$ cat src/rtl/bmp_pixel_stream_decoder_macros.svh
// Assertion macros shared by the decoder RTL.
// Both expect clk and arst_n in the scope where they are used.
`ifndef BMP_PIXEL_STREAM_DECODER_MACROS_SVH
`define BMP_PIXEL_STREAM_DECODER_MACROS_SVH

// Same-cycle implication
`define BMPD_ASSERT_NOW(label, ante, cons, msg) \
	label: assert property (@(posedge clk) disable iff (!arst_n) (ante) |-> (cons)) \
		else $error(msg);

// Next-cycle implication
`define BMPD_ASSERT_NEXT(label, ante, cons, msg) \
	label: assert property (@(posedge clk) disable iff (!arst_n) (ante) |=> (cons)) \
		else $error(msg);

`endif

$ cat src/rtl/bmpd_pkg.sv
package bmpd_pkg;

	// Default image bounds
	localparam int unsigned DEF_MAX_WIDTH  = 4096;
	localparam int unsigned DEF_MAX_HEIGHT = 4096;

	// Parse phases
	localparam logic [2:0] PH_IDLE   = 3'd0;
	localparam logic [2:0] PH_HEADER = 3'd1;
	localparam logic [2:0] PH_SKIP   = 3'd2;
	localparam logic [2:0] PH_DATA   = 3'd3;
	localparam logic [2:0] PH_PAD    = 3'd4;
	localparam logic [2:0] PH_DONE   = 3'd5;

	// Result kinds
	localparam logic [1:0] KIND_PIXEL  = 2'd0;
	localparam logic [1:0] KIND_FILL   = 2'd1;
	localparam logic [1:0] KIND_STATUS = 2'd2;

	// Status codes
	localparam logic [2:0] ST_OK         = 3'd0;
	localparam logic [2:0] ST_BAD_MAGIC  = 3'd1;
	localparam logic [2:0] ST_BAD_HDR    = 3'd2;
	localparam logic [2:0] ST_BAD_OFFSET = 3'd3;
	localparam logic [2:0] ST_TOO_LARGE  = 3'd4;

	// Header layout (little-endian byte positions)
	localparam logic [31:0] POS_MAGIC_HI = 32'd1;
	localparam logic [31:0] POS_OFS_LO   = 32'd10;
	localparam logic [31:0] POS_OFS_HI   = 32'd13;
	localparam logic [31:0] POS_HSZ_LO   = 32'd14;
	localparam logic [31:0] POS_HSZ_HI   = 32'd17;
	localparam logic [31:0] POS_W_LO     = 32'd18;
	localparam logic [31:0] POS_W_HI     = 32'd21;
	localparam logic [31:0] POS_H_LO     = 32'd22;
	localparam logic [31:0] POS_H_HI     = 32'd25;
	localparam logic [31:0] POS_BPP_LO   = 32'd28;
	localparam logic [31:0] POS_BPP_HI   = 32'd29;
	localparam logic [31:0] POS_STRIDE   = 32'd30;
	localparam logic [31:0] POS_HDR_END  = 32'd53;

	localparam logic [15:0] BMP_MAGIC     = 16'h4D42;
	localparam logic [7:0]  INFO_HDR_SIZE = 8'd40;
	localparam logic [31:0] MIN_OFFSET    = 32'd54;
	localparam logic [1:0]  GROUP_LEN     = 2'd3;
	localparam logic [7:0]  FILL_RESET    = 8'd255;

	// One output word
	typedef struct packed {
		logic [7:0] val;
		logic [1:0] kind;
		logic [2:0] status;
		logic       last;
	} res_t;

endpackage

$ cat src/rtl/bmp_pixel_stream_decoder.sv
// Channel | Handshake            | Word
// --------+----------------------+-------------------------------------
// in      | in_valid / in_ready  | in_byte, first_byte
// out     | out_valid / out_ready| out_byte, out_kind, status, last
// cfg     | cfg_we (no wait)     | cfg_wdata -> fill byte
//
// One input word per cycle enters the input stage while in_ready is high; its
// parse step is combinational and is registered into a two-entry result buffer.
// A word yields 0, 1 or 2 result words; the buffer drains one per cycle while
// out_ready is high; a data word ending a 3-byte group or the image adds a fill.
// arst_n clears the parse to idle and sets the fill byte to 0xFF.
// A stalled output holds a non-empty buffer and backs up into in_ready.
`include "bmp_pixel_stream_decoder_macros.svh"

module bmp_pixel_stream_decoder
	import bmpd_pkg::*;
#(
	parameter int unsigned MAX_WIDTH  = DEF_MAX_WIDTH,
	parameter int unsigned MAX_HEIGHT = DEF_MAX_HEIGHT
) (
	input  logic       clk,
	input  logic       arst_n,
	input  logic       in_valid,
	output logic       in_ready,
	input  logic [7:0] in_byte,
	input  logic       first_byte,
	output logic       out_valid,
	input  logic       out_ready,
	output logic [7:0] out_byte,
	output logic [1:0] out_kind,
	output logic [2:0] status,
	output logic       last,
	input  logic       cfg_we,
	input  logic [7:0] cfg_wdata
);

	localparam int unsigned WW = $clog2(MAX_WIDTH + 1);
	localparam int unsigned HW = $clog2(MAX_HEIGHT + 1);
	localparam int unsigned PW = 16 + WW;
	localparam int unsigned SW = PW - 3;

	// Input stage
	logic       valid_s1;
	logic [7:0] in_byte_s1;
	logic       first_s1;

	// Parse state
	logic [2:0]    phase_q, phase_d;
	logic [31:0]   pos_q, pos_d;
	logic [31:0]   offset_q, offset_d;
	logic [31:0]   width_q, width_d;
	logic [31:0]   height_q, height_d;
	logic [15:0]   bpp_q, bpp_d;
	logic [7:0]    magic_lo_q, magic_lo_d;
	logic          hdr_ok_q, hdr_ok_d;
	logic [SW-1:0] stride_q, stride_d;
	logic [SW-1:0] rbs_q, rbs_d;
	logic [HW-1:0] rows_q, rows_d;
	logic [1:0]    grp_q, grp_d;
	logic [1:0]    padl_q, padl_d;
	logic [7:0]    fill_q;

	// Result buffer
	res_t       r0_q, r1_q;
	logic [1:0] cnt_q;

	// Step logic
	logic [2:0]    ph;
	logic [31:0]   pos;
	logic [31:0]   pos_inc;
	logic [1:0]    lane;
	logic          start_req;
	logic          empty_img;
	logic [PW-1:0] prod;
	logic [1:0]    pad_row;
	logic [SW-1:0] rbs_inc;
	logic [HW-1:0] rows_inc;
	logic [1:0]    grp_inc;
	logic          row_end;
	logic          img_end;
	res_t          res_a, res_b;
	logic [1:0]    n_res;
	logic          go;

	// Handshake
	assign go       = valid_s1 && ((cnt_q == 2'd0) || ((cnt_q == 2'd1) && out_ready));
	assign in_ready = !valid_s1 || go;

	assign out_valid = (cnt_q != 2'd0);
	assign out_byte  = r0_q.val;
	assign out_kind  = r0_q.kind;
	assign status    = r0_q.status;
	assign last      = r0_q.last;

	// Derived row geometry
	assign prod      = PW'(bpp_q) * PW'(width_q[WW-1:0]);
	assign pad_row   = 2'(2'd0 - stride_q[1:0]);
	assign empty_img = (height_q[HW-1:0] == '0) || (stride_q == '0);
	assign rbs_inc   = rbs_q + SW'(1);
	assign rows_inc  = rows_q + HW'(1);
	assign grp_inc   = grp_q + 2'd1;
	assign row_end   = (rbs_inc == stride_q);
	assign img_end   = row_end && (rows_inc == height_q[HW-1:0]);

	// One parse step for the word in the input stage
	always_comb begin
		ph         = first_s1 ? PH_HEADER : phase_q;
		pos        = first_s1 ? 32'd0 : pos_q;
		pos_inc    = pos + 32'd1;
		lane       = pos[1:0] + 2'd2;
		start_req  = 1'b0;
		phase_d    = ph;
		pos_d      = pos;
		offset_d   = offset_q;
		width_d    = width_q;
		height_d   = height_q;
		bpp_d      = bpp_q;
		magic_lo_d = magic_lo_q;
		hdr_ok_d   = hdr_ok_q;
		stride_d   = stride_q;
		rbs_d      = rbs_q;
		rows_d     = rows_q;
		grp_d      = grp_q;
		padl_d     = padl_q;
		n_res      = 2'd0;
		res_a      = '{val: 8'd0, kind: KIND_STATUS, status: ST_OK, last: 1'b1};
		res_b      = '{val: fill_q, kind: KIND_FILL, status: ST_OK, last: 1'b0};

		unique case (ph)
			PH_HEADER: begin
				pos_d = pos_inc;
				// field capture
				if (pos == 32'd0)
					magic_lo_d = in_byte_s1;
				if (pos >= POS_OFS_LO && pos <= POS_OFS_HI)
					offset_d[{lane, 3'b000} +: 8] = in_byte_s1;
				if (pos >= POS_W_LO && pos <= POS_W_HI)
					width_d[{lane, 3'b000} +: 8] = in_byte_s1;
				if (pos >= POS_H_LO && pos <= POS_H_HI)
					height_d[{lane, 3'b000} +: 8] = in_byte_s1;
				if (pos == POS_BPP_LO)
					bpp_d[7:0] = in_byte_s1;
				if (pos == POS_BPP_HI)
					bpp_d[15:8] = in_byte_s1;
				if (pos == POS_HSZ_LO)
					hdr_ok_d = (in_byte_s1 == INFO_HDR_SIZE);
				else if (pos > POS_HSZ_LO && pos < POS_HSZ_HI)
					hdr_ok_d = hdr_ok_q && (in_byte_s1 == 8'd0);

				// checks, in header order
				priority if (pos == POS_MAGIC_HI) begin
					if (!(magic_lo_q == BMP_MAGIC[7:0] && in_byte_s1 == BMP_MAGIC[15:8])) begin
						n_res        = 2'd1;
						res_a.status = ST_BAD_MAGIC;
						phase_d      = PH_DONE;
					end
				end else if (pos == POS_HSZ_HI) begin
					if (!(hdr_ok_q && in_byte_s1 == 8'd0)) begin
						n_res        = 2'd1;
						res_a.status = ST_BAD_HDR;
						phase_d      = PH_DONE;
					end else if (offset_q < MIN_OFFSET) begin
						n_res        = 2'd1;
						res_a.status = ST_BAD_OFFSET;
						phase_d      = PH_DONE;
					end
				end else if (pos == POS_H_HI) begin
					if (width_q > 32'(MAX_WIDTH) || height_d > 32'(MAX_HEIGHT)) begin
						n_res        = 2'd1;
						res_a.status = ST_TOO_LARGE;
						phase_d      = PH_DONE;
					end
				end else if (pos == POS_STRIDE) begin
					stride_d = prod[PW-1:3];
				end else if (pos == POS_HDR_END) begin
					phase_d   = PH_SKIP;
					start_req = (pos_inc == offset_q);
				end else begin
				end
			end
			PH_SKIP: begin
				pos_d     = pos_inc;
				start_req = (pos_inc == offset_q);
			end
			PH_DATA: begin
				res_a = '{val: in_byte_s1, kind: KIND_PIXEL, status: ST_OK, last: 1'b0};
				n_res = 2'd1;
				grp_d = (grp_inc == GROUP_LEN) ? 2'd0 : grp_inc;
				if (grp_inc == GROUP_LEN || img_end) begin
					n_res      = 2'd2;
					res_b.last = img_end;
				end
				rbs_d = rbs_inc;
				if (row_end) begin
					rbs_d  = '0;
					rows_d = rows_inc;
					if (img_end) begin
						phase_d = PH_DONE;
					end else if (pad_row != 2'd0) begin
						padl_d  = pad_row;
						phase_d = PH_PAD;
					end
				end
			end
			PH_PAD: begin
				padl_d = padl_q - 2'd1;
				if (padl_d == 2'd0)
					phase_d = PH_DATA;
			end
			default: begin
			end
		endcase

		// pixel data begins at the data offset
		if (start_req) begin
			if (empty_img) begin
				n_res        = 2'd1;
				res_a.status = ST_OK;
				phase_d      = PH_DONE;
			end else begin
				phase_d = PH_DATA;
				rbs_d   = '0;
				rows_d  = '0;
				grp_d   = 2'd0;
				padl_d  = 2'd0;
			end
		end
	end

	// Input stage control
	always_ff @(posedge clk or negedge arst_n) begin
		if (!arst_n) begin
			valid_s1 <= 1'b0;
		end else if (in_valid && in_ready) begin
			valid_s1 <= 1'b1;
		end else if (go) begin
			valid_s1 <= 1'b0;
		end
	end

	// Input stage payload
	always_ff @(posedge clk) begin
		if (in_valid && in_ready) begin
			in_byte_s1 <= in_byte;
			first_s1   <= first_byte;
		end
	end

	// Parse control state and fill register
	always_ff @(posedge clk or negedge arst_n) begin
		if (!arst_n) begin
			phase_q <= PH_IDLE;
			pos_q   <= '0;
			rbs_q   <= '0;
			rows_q  <= '0;
			grp_q   <= '0;
			padl_q  <= '0;
			fill_q  <= FILL_RESET;
		end else begin
			if (go) begin
				phase_q <= phase_d;
				pos_q   <= pos_d;
				rbs_q   <= rbs_d;
				rows_q  <= rows_d;
				grp_q   <= grp_d;
				padl_q  <= padl_d;
			end
			if (cfg_we)
				fill_q <= cfg_wdata;
		end
	end

	// Captured header fields
	always_ff @(posedge clk) begin
		if (go) begin
			offset_q   <= offset_d;
			width_q    <= width_d;
			height_q   <= height_d;
			bpp_q      <= bpp_d;
			magic_lo_q <= magic_lo_d;
			hdr_ok_q   <= hdr_ok_d;
			stride_q   <= stride_d;
		end
	end

	// Result buffer count
	always_ff @(posedge clk or negedge arst_n) begin
		if (!arst_n) begin
			cnt_q <= 2'd0;
		end else if (go) begin
			cnt_q <= n_res;
		end else if (out_valid && out_ready) begin
			cnt_q <= cnt_q - 2'd1;
		end
	end

	// Result buffer words
	always_ff @(posedge clk) begin
		if (go) begin
			r0_q <= res_a;
			r1_q <= res_b;
		end else if (out_valid && out_ready) begin
			r0_q <= r1_q;
		end
	end

	`BMPD_ASSERT_NOW(a_buf_cnt, 1'b1, cnt_q != 2'd3, "result buffer count out of range")
	`BMPD_ASSERT_NOW(a_second_is_fill, cnt_q == 2'd2, r1_q.kind == KIND_FILL,
		"second buffered word is not a fill byte")
	`BMPD_ASSERT_NOW(a_status_word, out_valid && out_kind == KIND_STATUS,
		last && out_byte == 8'd0, "status word without last or with data")
	`BMPD_ASSERT_NOW(a_data_geom, phase_q == PH_DATA,
		stride_q != '0 && rows_q < height_q[HW-1:0], "data phase with bad geometry")
	`BMPD_ASSERT_NEXT(a_first_starts, go && first_s1, phase_q != PH_IDLE,
		"first byte did not start a parse")

endmodule

$ cat config.mk
export PLATFORM = sky130hd
export DESIGN_NAME = bmp_pixel_stream_decoder
export DESIGN_NICKNAME = d
export VERILOG_FILES = /design/src/rtl/bmpd_pkg.sv /design/src/rtl/bmp_pixel_stream_decoder.sv
export VERILOG_INCLUDE_DIRS = /design/src /design/src/rtl
export SDC_FILE = /design/constraint.sdc
export NUM_CORES = 1
export LEC_CHECK = 0
export BUFFER_PORTS_ARGS = -buffer_cell sky130_fd_sc_hd__buf_2
export CAP_MARGIN = 20
export CORE_MARGIN = 10
export CORE_UTILIZATION = 45
export CTS_BUF_LIST = sky130_fd_sc_hd__clkbuf_2 sky130_fd_sc_hd__clkbuf_4 sky130_fd_sc_hd__clkbuf_8
export DETAILED_ROUTE_END_ITERATION = 16
export GPL_TIMING_DRIVEN = 1
export PLACE_DENSITY_LB_ADDON = 0.12
export SKIP_CTS_REPAIR_TIMING = 1
export SYNTH_ARGS = -nofsm -noshare
export SYNTH_HDL_FRONTEND = slang
export SYNTH_SLANG_ARGS = --single-unit
$ cat constraint.sdc
create_clock -name clk -period 7.9 [get_ports clk]
set_input_delay 1.58 -clock clk [delete_from_list [all_inputs] [get_ports clk]]
set_output_delay 1.58 -clock clk [all_outputs]
set_load 0.02 [all_outputs]
==> flow_summary.ini, run 1 <==
[sta]
fin_setup_tns_ns = 0
min_period_over_period_pct = 80.2
period_needed_ns = 6.34
setup_viol = 0
tightest_slew_ns = 0.970
slew_viol_final = 0
hold_viol_final = 0
skew_ns = 0.0268
fmax_mhz = 158
relSlewSlack_pct = 35.3
rsz0062_at_grt = false

[clock_network]
cts-buffers-inserted = 49
worstSkewPairLatency_ns = 0.62
htree_levels = 2
cts_root_buf = clkbuf_8
cts_tree = yes
clk_pin_slew_ns = 0.06
cts.sinks = 268
cts_max_path_buffers = 3

[global_route]
track_usage_pct = 20.8
grt_first_pass_wirelength_um = 93100
antenna_found_initial = 0
overflow = 0
first_global_vias = 15900
grt_max_degree = 67

[status]
outcome = completed

[hold_path]
hp-class = reg2reg
hold_end = grp_q[1]
whs_path_depth = 1
worstHoldStart = grp_q[1]

[die]
coreArea_um2 = 46600
dieArea_um2 = 56100
die_height_um = 237
rows = 79
start_util_pct = 45.5
die_x_um = 237
ios = 38

[synth]
dominantRegCellSynth = edfxtp_1
synth_simple_gate_area_share_pct = 20.9
synth_edf_count = 179
yosys_warnings = 0
synthArstFlopShare_pct = 33.2
synth_compound_area_share_pct = 9.74
synthCells = 2156
synthesis.area_um2 = 21200
synthAdderAreaFrac_pct = 19.6
synth_seq_cells = 268
netlist.area_leader.share_pct = 25.4
synthMuxAreaShare_pct = 3.06
synth_area_leaders = edfxtp_1 25%, fa_1 15%, dfrtp_1 9.6%
syn_avg_cell_area_um2 = 9.82
synth_nets = 2417
yosysTopAreaCell = edfxtp_1
yosysUniqueCellTypes = 87
yosys.area_share.xor_xnor_pct = 4.95
yosysSeqAreaShare_pct = 36.0
synth_top_family_by_area = simple AND/OR/NAND/NOR gates

[worst_setup_path]
timing.critical_path.cells = nand2_1, fa_1, inv_1, fa_1, inv_1, fa_1, inv_1, ha_1, inv_1, fa_1, inv_1, ha_1, inv_1, o21bai_1, a2111oi_0, o31ai_1, o21ai_0, o21ai_0, a311o_1, xor2_1
ff2ff_path_depth = 20
cp-start-kind = register
cp.arrival_ns = 6.70
crit_path_frequent_cell = inv_1
cp_max_fo = 17
end_kind = register
rr_startpoint = width_q[2]
rr_endpoint = stride_q[24]
reg2reg_setup_slack_ns = 1.56
slowest_delay_ns = 0.84
critPathKind = reg2reg
required_ns = 8.27
slowest_stage = edfxtp_1

[power_and_ir_drop]
swShare_pct = 34.4
seqPwrFrac_pct = 44.9
internal_power_mw = 2.71
irDropWorstVdd_mv = 0.344
power_frac_clock_pct = 33.2
power_density_nw_per_um2 = 181
leakagePower_nw = 9.02
comb_power_share_pct = 21.9
switchingPower_mw = 1.42

[layout]
num_antenna_cells = 0
areaGrowthSynthToFinish_pct = 7.67
drive_above_1_share_pct = 10.3
nNetsFinal = 2404
final_util_pct = 49.0
finalNonFillerCells = 2790

[job]
max_cap_viol_count = 0

[detailed_routing]
first_pass_iters = 5
drt_iter0_markers = 1456
drc_errors = 0
vias = 16100
wl_per_cell_um = 21.2
final_antenna_net_count = 0
via_per_inst = 5.79
routed_wl_um = 59200

[placed_design]
place.gp.congestion = 0.918
placedCellCount = 2698
portBuffers = 37
hpwlAfterDp_um = 44100
==> stage by stage <==
stage | instance area, um2 | setup WS, ns | hold WS (ns) | power [mW]
2_1_floorplan | 21200 | 1.44 | 0.471 | 2.42
3_3_place_gp | 21800 | 1.73 | 0.492 | 2.77
5_1_grt | 22800 | 1.13 | 0.533 | 4.34
6_report | 22800 | 1.56 | 0.509 | 4.13
4_1_cts | 22800 | 1.58 | 0.511 | 4.16
3_5_place_dp | 21800 | 1.58 | 0.496 | 2.78
==> routing by layer <==
| layer | vias up | share of wire (%) | GRT usage, % |
|---|---|---|---|
| met4 | 0 | 2.4 | 6.16 |
| met1 | 8030 | 46 | 29.8 |
| met5 | - | 0 | 0 |
| met2 | 560 | 43 | 30.6 |
| li1 | 7464 | - | - |
| met3 | 93 | 7.9 | 4.82 |
==> flip-flops by register name, summed over array words and instances (netlist names), 2 cells and up <==
name	count
out_byte	8
r1_q	9
height_q	32
magic_lo_q	8
stride_q	26
padl_q	2
rbs_q	26
width_q	32
in_byte_s1	8
cnt_q	2
phase_q	3
offset_q	32
status	3
out_kind	2
fill_q	8
grp_q	2
rows_q	13
pos_q	32
bpp_q	16
==> critical path, delay by kind of cell, from the launching register on <==
family	cells	cell delay, ns
xor+xnor	1	0.15
flops	1	0.84
compound gates	6	1.93
simple gates	1	0.17
buf+inv	6	0.32
fa+ha+maj	6	2.70
==> cells in the mapped netlist (all sizes together), types with 5 or more instances <==
master	number
o21ai	92
nor4b	10
nand4	37
or4	9
xor2	35
dfrtp	81
clkbuf	86
nor3	42
inv	190
fa	154
nor4	48
a211oi	7
nand3b	9
dfstp	8
o22ai	15
mux2	45
nor2	90
ha	85
edfxtp	179
or3	15
nand4b	9
nand2b	22
a31oi	30
and3b	6
a21oi	86
a21o	15
a2111oi	5
a22oi	5
nand2	265
and4	15
a311oi	5
nor2b	27
buf	38
o31ai	12
xnor2	82
mux2i	14
o21a	7
and3	19
and2	127
nand3	66
==> cells in the final DEF, fill, tap and decap left out, drive strengths merged, types with 82 or more instances in the layout <==
master and instances:
nand2 265, inv 191, edfxtp 179, fa 154
and2 127, o21ai 92, nor2 90, a21oi 86
ha 85, xnor2 82
==> kinds of logic after synthesis <==
kind of cell / count (synthesis)
AOI/OAI and AO/OA: 330
xor gates and xnor gates: 118
adders and majority gates: 239
buffers and inverters: 314
DFF: 268
muxes: 59
and+or+nand+nor: 828
==> power by group through the flow <==
| stage | Clock [mW] | Combinational, mW | Sequential [mW] |
|---|---|---|---|
| after detailed placement | 0 | 0.900 | 1.88 |
| after global placement | 0 | 0.891 | 1.88 |
| after CTS | 1.41 | 0.901 | 1.85 |
| after global routing | 1.47 | 0.993 | 1.87 |
| after floorplan | 0 | 0.594 | 1.83 |
| final | 1.37 | 0.906 | 1.85 |
==> how the worst max path moves through the flow <==
stage,startpoint,to,slack [ns],cells past startpoint
after floorplan,out_ready,stride_q[0],1.44,8
after global placement,width_q[3],stride_q[24],1.73,20
after detailed placement,width_q[3],stride_q[24],1.58,20
after CTS,width_q[3],stride_q[24],1.58,20
after global routing,width_q[2],stride_q[24],1.13,19
final,width_q[2],stride_q[24],1.56,20
==> cell type report <==
cell class | count | area, um2
multi-input cells | 1574 | 12400
clock buffers | 69 | 843
inverters | 190 | 713
flip-flops and latches | 268 | 7610
clock inverters | 22 | 155
fillers | 4356 | 23800
well taps | 607 | 759
repair buffers | 60 | 358
(Power assumes the default switching activity.)
==> run 2, diff against run 1 <==
==> constraint.sdc (replaced) <==
create_clock -name clk -period 5.65 [get_ports clk]
set_input_delay 1.13 -clock clk [delete_from_list [all_inputs] [get_ports clk]]
set_output_delay 1.13 -clock clk [all_outputs]
set_load 0.02 [all_outputs]
==> run 2 against run 1 <==
  * Design area rose by 3.7%
  * Final cell count up 2.8%
  * Setup slack lost 1.4 ns
  * Via count increased by 1.9%
  * Global-route usage rose by 0.17 points
  * Largest cell class unchanged
  * Hold slack worse by 0.020 ns
  * Total power up 44%
  * Die area stayed put
  * Combinational power increased by 41%
  * Sequential power increased by 39%
  * Largest power group unchanged
==> flow_summary.ini, run 2 (synthesized netlist as in run 1, its figures left out) <==
[status]
outcome = completed

[sta]
min_period_over_period_pct = 96.6
tightest_slew_ns = 0.972
setup_viol = 0
period_needed_ns = 5.46
slew_viol_final = 0
rsz0062_at_grt = true
layout_setup_ws_ns = 0.194
hold_viol_final = 0
fmax_mhz = 183
skew_ns = 0.0618
relSlewSlack_pct = 35.2

[clock_network]
htree_levels = 2
cts_root_buf = clkbuf_8
clk_pin_slew_ns = 0.07
cts.sinks = 268
cts_max_path_buffers = 3
cts-buffers-inserted = 50
worstSkewPairLatency_ns = 0.67
cts_tree = yes

[worst_setup_path]
cp_max_fo = 6
critPathKind = reg2reg
end_kind = register
cp.arrival_ns = 5.82
required_ns = 6.01
cp-start-kind = register

[detailed_routing]
routed_wl_um = 59500
final_antenna_net_count = 0
first_pass_iters = 7
wl_per_cell_um = 20.7
via_per_inst = 5.74
drc_errors = 0
drt_iter0_markers = 1318
vias = 16500

[layout]
finalNonFillerCells = 2868
areaGrowthSynthToFinish_pct = 11.6
fillers = 4279
drive_above_1_share_pct = 13.8
final_cell_mix = 264 x nand2_1, 189 x inv_1, 179 x edfxtp_1
nNetsFinal = 2479
final_common_cell = nand2_1

[global_route]
antenna_found_initial = 2
track_usage_pct = 21.0
first_global_vias = 16200
grt_first_pass_wirelength_um = 93900
grt_max_degree = 61
overflow = 0

[job]
max_cap_viol_count = 0

[placed_design]
pre_cts_ws_ns = 0.000803
placedCellCount = 2747
place.gp.congestion = 0.908
portBuffers = 37
hpwlAfterDp_um = 44700

[die]
die_x_um = 237
start_util_pct = 45.5
dieArea_um2 = 56100
ios = 38
coreArea_um2 = 46600
rows = 79
die_height_um = 237

[power_and_ir_drop]
power_density_nw_per_um2 = 251
leakagePower_nw = 9.48
finalPower_mw = 5.94
irDropWorstVdd_mv = 0.458

[hold_path]
hp-class = reg2reg
==> run 2: power breakdown <==
group / switching, mW / total (mW) / internal [mW]
sequential: 0.210 / 2.58 / 2.37
combinational: 0.915 / 1.28 / 0.368
clock: 0.910 / 2.08 / 1.17
total: 2.04 / 5.94 / 3.90
==> run 2: final timing paths <==
path                             from      endpoint  slack [ns]  cells after the start
max                        width_q[3]  stride_q[24]        0.19                     18
min                         fill_q[4]      r1_q[10]        0.49                      0
max reg2reg                width_q[3]  stride_q[24]        0.19                     18
min reg2reg                 fill_q[4]      r1_q[10]        0.49                      0
max in group asynchronous      arst_n     fill_q[4]        4.03                      2
min in group asynchronous      arst_n      rbs_q[6]        0.61                      1
==> run 2: critical path: stages (launching register included) <==
cell       delay [ns]
edfxtp_1         0.47
buf_6            0.14
nand2_1          0.07
fa_1             0.53
inv_1            0.05
fa_1             0.50
fa_1             0.52
inv_1            0.05
fa_1             0.46
fa_1             0.54
inv_1            0.04
ha_1             0.31
a2111oi_2        0.38
buf_4            0.17
o31ai_1          0.10
o21ai_1          0.23
o21ai_0          0.14
a311o_1          0.34
xor2_1           0.15
==> run 2: area by class of cell <==
| type | count | area [um2] | area share, % |
|---|---|---|---|
| inverter | 190 | 713 | 3.02 |
| multi-input combinational | 1574 | 12400 | 52.5 |
| antenna | 1 | 2.50 | 0.0106 |
| clock buffer | 63 | 792 | 3.35 |
| tap | 607 | 759 | 3.21 |
| timing repair buffer | 134 | 1030 | 4.35 |
| sequential | 268 | 7610 | 32.2 |
| clock inverter | 31 | 309 | 1.31 |
==> run 2: metrics by stage <==
stage	utilization [%]	setup TNS, ns	cell area [um2]	hold WS (ns)
floorplan	-	0	21200	0.471
global placement	47.7	0	22200	0.494
detailed placement	47.7	0	22200	0.504
CTS	50.1	-0.0453	23300	0.488
global route	50.8	-0.0836	23600	0.492
finish	50.8	0	23600	0.489
==> run 2: per-layer routing <==
metal / routed length [um] / GRT usage [%] / share of wire (%)
met1: 27500 / 30.3 / 46
met2: 26400 / 31.5 / 44
met3: 4490 / 4.41 / 7.5
met4: 1050 / 4.90 / 1.8
met5: 30 / 0 / 0.050
